### config.mk
export PLATFORM = sky130hd
export DESIGN_NAME = fir_filter_q15_core
export DESIGN_NICKNAME = d
export VERILOG_FILES = /design/src/rtl/core/fq15_pkg.sv /design/src/rtl/core/fir_filter_q15_core.sv
export SDC_FILE = /design/constraint.sdc
export NUM_CORES = 2
export LEC_CHECK = 0
export BUFFER_PORTS_ARGS = -buffer_cell sky130_fd_sc_hd__buf_2
export CAP_MARGIN = 20
export CORE_MARGIN = 2
export CORE_UTILIZATION = 59
export CTS_BUF_LIST = sky130_fd_sc_hd__clkbuf_16
export CTS_CLUSTER_SIZE = 40
export DETAILED_ROUTE_END_ITERATION = 10
export PLACE_DENSITY = 0.76
export REMOVE_ABC_BUFFERS = 1
export SETUP_SLACK_MARGIN = 0.5
export SLEW_MARGIN = 20
export SYNTH_ARGS = -nofsm -noshare
export SYNTH_HDL_FRONTEND = slang
export SYNTH_SLANG_ARGS = --single-unit
### constraint.sdc
create_clock -name clk -period 16 [get_ports clk]
set_clock_uncertainty 0.1 [all_clocks]
set_input_delay 1.6 -clock clk [delete_from_list [all_inputs] [get_ports clk]]
set_output_delay 1.6 -clock clk [all_outputs]
set_load 0.005 [all_outputs]
### src/rtl/core/fq15_pkg.sv
// Package with constants, codes and sequencer states of the Q15 FIR filter core.
`timescale 1ns / 1ps

package fq15_pkg;

  localparam int FQ_TAPS = 64;

  localparam int FQ_IDX_W    = 6;
  localparam int FQ_SAMPLE_W = 16;
  localparam int FQ_DATA_W   = 24;

  localparam logic [31:0] FQ_RND   = 32'h0000_4000;
  localparam int          FQ_SHIFT = 15;

  localparam logic FUNC_LOAD   = 1'b0;
  localparam logic FUNC_SAMPLE = 1'b1;

  typedef enum logic [2:0] {
    ST_CLEAR,
    ST_IDLE,
    ST_MAC,
    ST_DRAIN,
    ST_FINISH
  } fq_state_t;

endpackage

### src/rtl/core/fir_filter_q15_core.sv
// Top level of the direct-form Q15 FIR filter core with one shared multiply-accumulate unit.
`timescale 1ns / 1ps

// A coefficient load (tuser low) leaves the core ready for the next request. A sample
// (tuser high) keeps s_tready low from its accept until its result is loaded, because one
// multiplier and one accumulator work through the taps at one tap per cycle, fed by one
// read port of each memory, and then wait out the read and multiply registers. A finished
// result waits in the output register while the next request is taken; only the final step
// stalls if it is still held. After reset both memories are cleared with s_tready low.
module fir_filter_q15_core #(
  parameter int TAPS = fq15_pkg::FQ_TAPS
) (
  input  logic                           clk,
  input  logic                           rst,
  input  logic                           s_tvalid,
  output logic                           s_tready,
  input  logic [fq15_pkg::FQ_DATA_W-1:0] s_tdata,   // coef_index[5:0], value[21:6], zero
  input  logic                           s_tuser,   // func
  output logic                           m_tvalid,
  input  logic                           m_tready,
  output logic [fq15_pkg::FQ_SAMPLE_W-1:0] m_tdata  // sample_out[15:0]
);

  import fq15_pkg::*;

  localparam int AW    = $clog2(TAPS);
  localparam int IW    = ((AW > FQ_IDX_W) ? AW : FQ_IDX_W) + 1;
  localparam int ACC_W = 32 + AW;
  localparam logic [AW-1:0] LAST = AW'(TAPS - 1);
  localparam logic signed [ACC_W-1:0] SAT_MAX = ACC_W'(32'sd32767);
  localparam logic signed [ACC_W-1:0] SAT_MIN = ACC_W'(-32'sd32768);

  fq_state_t state, state_next;

  logic [FQ_IDX_W-1:0]           coef_index;
  logic signed [FQ_SAMPLE_W-1:0] value;
  logic                          accept;
  logic [IW-1:0]                 idx_ext;

  logic [AW-1:0] cnt, cnt_next;
  logic [AW-1:0] write_pos;
  logic [AW-1:0] rd_ptr;

  logic signed [FQ_SAMPLE_W-1:0] coef_mem  [TAPS];
  logic signed [FQ_SAMPLE_W-1:0] delay_mem [TAPS];
  logic signed [FQ_SAMPLE_W-1:0] coef_q, samp_q;

  logic                          coef_we, delay_we, rd_en;
  logic [AW-1:0]                 coef_waddr, delay_waddr;
  logic signed [FQ_SAMPLE_W-1:0] coef_wdata, delay_wdata;

  logic                    v1, v2;
  logic signed [31:0]      prod;
  logic signed [ACC_W-1:0] acc;
  logic signed [ACC_W-1:0] rounded, shifted;
  logic signed [FQ_SAMPLE_W-1:0] sat;
  logic                    out_load;

  assign coef_index = s_tdata[FQ_IDX_W-1:0];
  assign value      = s_tdata[FQ_IDX_W +: FQ_SAMPLE_W];
  assign accept     = s_tvalid && s_tready;
  assign idx_ext    = IW'(coef_index);

  always_comb begin
    rounded = acc + ACC_W'(FQ_RND);
    shifted = rounded >>> FQ_SHIFT;
    if (shifted > SAT_MAX) begin
      sat = 16'sh7FFF;
    end else if (shifted < SAT_MIN) begin
      sat = 16'sh8000;
    end else begin
      sat = shifted[FQ_SAMPLE_W-1:0];
    end
  end

  always_comb begin
    state_next  = state;
    cnt_next    = cnt;
    s_tready    = 1'b0;
    rd_en       = 1'b0;
    out_load    = 1'b0;
    coef_we     = 1'b0;
    coef_waddr  = idx_ext[AW-1:0];
    coef_wdata  = value;
    delay_we    = 1'b0;
    delay_waddr = write_pos;
    delay_wdata = value;
    case (state)
      ST_CLEAR: begin
        coef_we     = 1'b1;
        coef_waddr  = cnt;
        coef_wdata  = '0;
        delay_we    = 1'b1;
        delay_waddr = cnt;
        delay_wdata = '0;
        cnt_next    = cnt + 1'b1;
        if (cnt == LAST) begin
          cnt_next   = '0;
          state_next = ST_IDLE;
        end
      end
      ST_IDLE: begin
        s_tready = 1'b1;
        if (s_tvalid) begin
          if (s_tuser == FUNC_SAMPLE) begin
            delay_we   = 1'b1;
            cnt_next   = '0;
            state_next = ST_MAC;
          end else begin
            coef_we = (idx_ext < IW'(TAPS));
          end
        end
      end
      ST_MAC: begin
        rd_en    = 1'b1;
        cnt_next = cnt + 1'b1;
        if (cnt == LAST) begin
          cnt_next   = '0;
          state_next = ST_DRAIN;
        end
      end
      ST_DRAIN: begin
        if (!v1 && !v2) begin
          state_next = ST_FINISH;
        end
      end
      ST_FINISH: begin
        if (!m_tvalid || m_tready) begin
          out_load   = 1'b1;
          state_next = ST_IDLE;
        end
      end
      default: begin
        state_next = ST_CLEAR;
        cnt_next   = '0;
      end
    endcase
  end

  always_ff @(posedge clk) begin
    if (rst) begin
      state <= ST_CLEAR;
      cnt   <= '0;
    end else begin
      state <= state_next;
      cnt   <= cnt_next;
    end
  end

  always_ff @(posedge clk) begin
    if (coef_we) begin
      coef_mem[coef_waddr] <= coef_wdata;
    end
    if (rd_en) begin
      coef_q <= coef_mem[cnt];
    end
  end

  always_ff @(posedge clk) begin
    if (delay_we) begin
      delay_mem[delay_waddr] <= delay_wdata;
    end
    if (rd_en) begin
      samp_q <= delay_mem[rd_ptr];
    end
  end

  always_ff @(posedge clk) begin
    if (rst) begin
      write_pos <= '0;
      v1        <= 1'b0;
      v2        <= 1'b0;
      m_tvalid  <= 1'b0;
    end else begin
      v1 <= rd_en;
      v2 <= v1;
      if (accept && s_tuser == FUNC_SAMPLE) begin
        write_pos <= (write_pos == LAST) ? '0 : write_pos + 1'b1;
      end
      if (out_load) begin
        m_tvalid <= 1'b1;
      end else if (m_tready) begin
        m_tvalid <= 1'b0;
      end
    end
  end

  always_ff @(posedge clk) begin
    if (accept && s_tuser == FUNC_SAMPLE) begin
      rd_ptr <= write_pos;
      acc    <= '0;
    end else begin
      if (rd_en) begin
        rd_ptr <= (rd_ptr == '0) ? LAST : rd_ptr - 1'b1;
      end
      if (v2) begin
        acc <= acc + ACC_W'(prod);
      end
    end
    if (v1) begin
      prod <= coef_q * samp_q;
    end
    if (out_load) begin
      m_tdata <= sat;
    end
  end

  a_sample_starts_mac: assert property (@(posedge clk) disable iff (rst)
    (accept && s_tuser == FUNC_SAMPLE) |=> (state == ST_MAC))
    else $error("sample accept did not start the tap sweep");

  a_finish_holds: assert property (@(posedge clk) disable iff (rst)
    (state == ST_FINISH && m_tvalid && !m_tready) |=> (state == ST_FINISH))
    else $error("result step left while output still held");

  a_acc_in_sweep: assert property (@(posedge clk) disable iff (rst)
    v2 |-> (state == ST_MAC || state == ST_DRAIN))
    else $error("accumulate outside the tap sweep");

  a_out_from_finish: assert property (@(posedge clk) disable iff (rst)
    $rose(m_tvalid) |-> ($past(state) == ST_FINISH))
    else $error("result raised outside the final step");

endmodule

==> run_results.csv <==
group,metric,value,unit
sta,worst_pin_slew,1.26,ns
synthesis,synth_cells,5330,
placed_design,place.gp.congestion,0.884,
critical_path,startpoint,"samp_q[7]",
critical_path,timing.rr.end,"prod[30]",
routing,drcViolationCount,0,
synthesis,syn_avg_cell_area,18.0,um^2
critical_path,worstSetupPathDepth,21,
routing,post_drt_via_cell_ratio,6.44,
routing,drt_pass1_iterations,6,
power,p_sw,4.71,mW
synthesis,synth-edff-count,2134,
sta,finalSetupTns,0,ns
cts,hold_buffers,0,
critical_path,ff2ff_setup_slack,8.91,ns
sta,drv_slew,0,
placed_design,place_ws,8.94,ns
floorplanning,pin_count,47,
global_routing,grt_usage,0.276,
power,powerDensity,150,nW/um^2
global_routing,grt_pass1_wl,337,mm
critical_path,path_cells,"nand2_1 -> fa_1 -> inv_1 -> fa_1 -> fa_1 -> fa_1 -> fa_1 -> inv_1 -> fa_1 -> inv_1 -> ha_1 -> a21o_1 -> a21o_1 -> a21o_1 -> or3_1 -> a31oi_2 -> o41ai_2 -> a21o_1 -> a21o_1 -> and4b_1 -> a311o_1",
synthesis,yosysTopAreaCell,"edfxtp_1",
synthesis,yosys_warnings,0,
sta,fmax,0.141,GHz
synthesis,seq_area_frac_synth,0.680,
cts,root_buffer,"clkbuf_16",
synthesis,yosys_most_used_dff,"edfxtp_1",
synthesis,synth-seq-cells,2190,
synthesis,synth_cell_types,71,
cts,cts_buffer_depth,3,
power,p_total,15.9,mW
cts,cts_buffers,207,
power,p_seq_frac,0.424,
routing,ant_nets,0,
synthesis,async_flop_share,0,
global_routing,gr-total-overflow,0,
critical_path,rr_startpoint,"samp_q[7]",
routing,drtIter0Drc,6493,
power,p_int,11.2,mW
synthesis,synth_area_leaders,"edfxtp_1, mux4_2, fa_1",
routing,wire_per_inst,29.0,um
floorplanning,core,161000,um^2
cts,cts_tree,"yes",
synthesis,netlist_top_cells_count,"edfxtp_1, mux4_2, inv_1",
power,p_leak,36.9,nW
synthesis,synth_top_area_share,0.668,
cts,htreeDepth,4,
routing,wl,228,mm
critical_path,slowest_stage,"edfxtp_1",
synthesis,synth.most_common_cell,"edfxtp_1",
critical_path,crit_buf_inv,3,
outcome,outcome,"complete, no violations",
placed_design,port_buffers,44,
global_routing,grt_pass1_vias,51167,
sta,min_period_over_period,0.443,
floorplanning,die_height,407,um
power,worst_ir_drop_vdd,204,uV
sta,setup_viol,0,
critical_path,worstPathRequired,16.47,ns
cts,clock_latency,0.85,ns
critical_path,setup.worst_path.end,"prod[30]",
critical_path,critPathMostFrequentCell,"fa_1",
sta,rsz0062_at_grt,"false",
power,clkPwrFrac,0.303,
global_routing,antenna_found_initial,7,
flow_run,maxCapViolCount,0,
sta,hold_violations,0,
final_layout,fillers,10255,
cts,clock_sinks,2190,
floorplanning,die_x,407,um
power,switching_share,0.296,
floorplanning,start_util,0.596,
sta,slew_headroom,0.139,
cts,postCtsResizedCells,0,
hold_path,hold_class,"flop to flop",
floorplanning,fp.dieArea,166000,um^2
critical_path,cp.arrival,7.55,ns
critical_path,startpoint_type,"flop",
critical_path,crit_type,"flop to flop",
critical_path,cp-end-kind,"flop",
final_layout,final_layout_size_suffix_gt1_frac,0.193,
cts,path_clk_slew,0.06,ns
critical_path,path_delay_family,"adder cells",
synthesis,synth_area,95900,um^2
critical_path,r2r.worst_path.cells,21,
final_layout,nets,5926,
critical_path,worstPathMaxFanout,16,
sta,timing.final.ws_setup,8.91,ns
placed_design,dp_hpwl,134,mm
routing,vias,50488,
sta,period_minus_slack,7.09,ns
final_layout,syn_to_final_growth,10.6,%
global_routing,grt_max_degree,150,
critical_path,slowest_delay,0.82,ns
power,comb_power_share,0.274,
floorplanning,num_rows,147,
final_layout,final_util,0.659,
cts,cts_setup_buffers,0,
-- how the worst min path moves through the flow --
stage	start	end	slack (ns)	cells past startpoint
6_report	acc[7]	acc[7]	0.40	2
5_1_grt	acc[1]	acc[1]	0.42	2
4_1_cts	acc[7]	acc[7]	0.40	2
3_5_place_dp	acc[7]	acc[7]	0.39	2
3_3_place_gp	acc[7]	acc[7]	0.37	2
2_1_floorplan	acc[9]	acc[9]	0.36	2
-- cell families after synthesis --
kind of cell | Yosys count | synth area share
DFF | 2190 | 0.680
and+or+nand+nor | 828 | 0.0399
muxes | 737 | 0.143
buffers and inverters | 569 | 0.0229
AOI/OAI and AO/OA | 528 | 0.0355
adders and majority gates | 387 | 0.0711
xor gates and xnor gates | 91 | 0.00831
-- metal layers --
layer	global-route usage	wire, um	vias up
li1	-	-	21079
met5	0	28	-
met4	0.105	9040	4
met3	0.0520	23000	453
met2	0.439	110000	2850
met1	0.385	85900	26102
-- sequential cells by signal, indices dropped and copies added, names as in the netlist --
signal / cells
delay_mem: 1024
prod: 32
samp_q: 16
m_tdata: 16
write_pos: 6
coef_q: 16
rd_ptr: 6
v2: 1
m_tvalid: 1
coef_mem: 1024
cnt: 6
acc: 38
v1: 1
state: 3
-- power by group through the flow --
| stage | Sequential (mW) | Combinational [mW] | Clock, mW |
|---|---|---|---|
| 2_1_floorplan | 6.87 | 3.46 | 0 |
| 3_3_place_gp | 6.85 | 4.26 | 0 |
| 3_5_place_dp | 6.86 | 4.34 | 0 |
| 4_1_cts | 6.74 | 4.38 | 4.86 |
| 5_1_grt | 6.75 | 4.94 | 5.08 |
| 6_report | 6.74 | 4.35 | 4.81 |
-- area by class of cell --
class                      count  area (um^2)  share of cell area
timing repair buffer         222         1610              0.0152
clock buffer                 209         5230              0.0493
antenna                        3         7.51           0.0000708
sequential                  2190        65200               0.615
tap                         2160         2700              0.0255
multi-input combinational   2571        28600               0.270
inverter                     318         1190              0.0113
clock inverter               170         1480              0.0140
-- cells in the final DEF (no fill, tap or decap), drive strengths merged, types with 9 or more instances in the layout --
cell and count:
buf 222, and3 19, a21o 27, nand4 9
nor2 294, xor2 35, xnor2 56, nand2 231
clkbuf 209, mux2 31, clkinv 93, nand3 44
inv 372, o22ai 42, nor2b 18, a22oi 11
mux2i 205, o21ai 111, bufinv 18, o221ai 89
nand2b 20, a211oi 14, a21oi 156, dfxtp 56
ha 124, o21a 17, fa 263, edfxtp 2134
and2 137, a31oi 15, nor3 30, mux4 501
-- worst min-delay path, stage by stage (launching register included) --
cell and delay [ns]:
dfxtp_1 0.33, a21oi_1 0.07, nor2_1 0.07
-- through the flow --
| stage | hold WS, ns | instance area, um^2 | instances |
|---|---|---|---|
| 5_1_grt | 0.419 | 106000 | 7840 |
| 4_1_cts | 0.401 | 106000 | 7839 |
| 3_3_place_gp | 0.374 | 99300 | 7460 |
| 6_report | 0.401 | 106000 | 7843 |
| 2_1_floorplan | 0.357 | 94900 | 5079 |
| 3_5_place_dp | 0.386 | 99300 | 7460 |
Note: power is estimated with default switching activity, not from simulation.
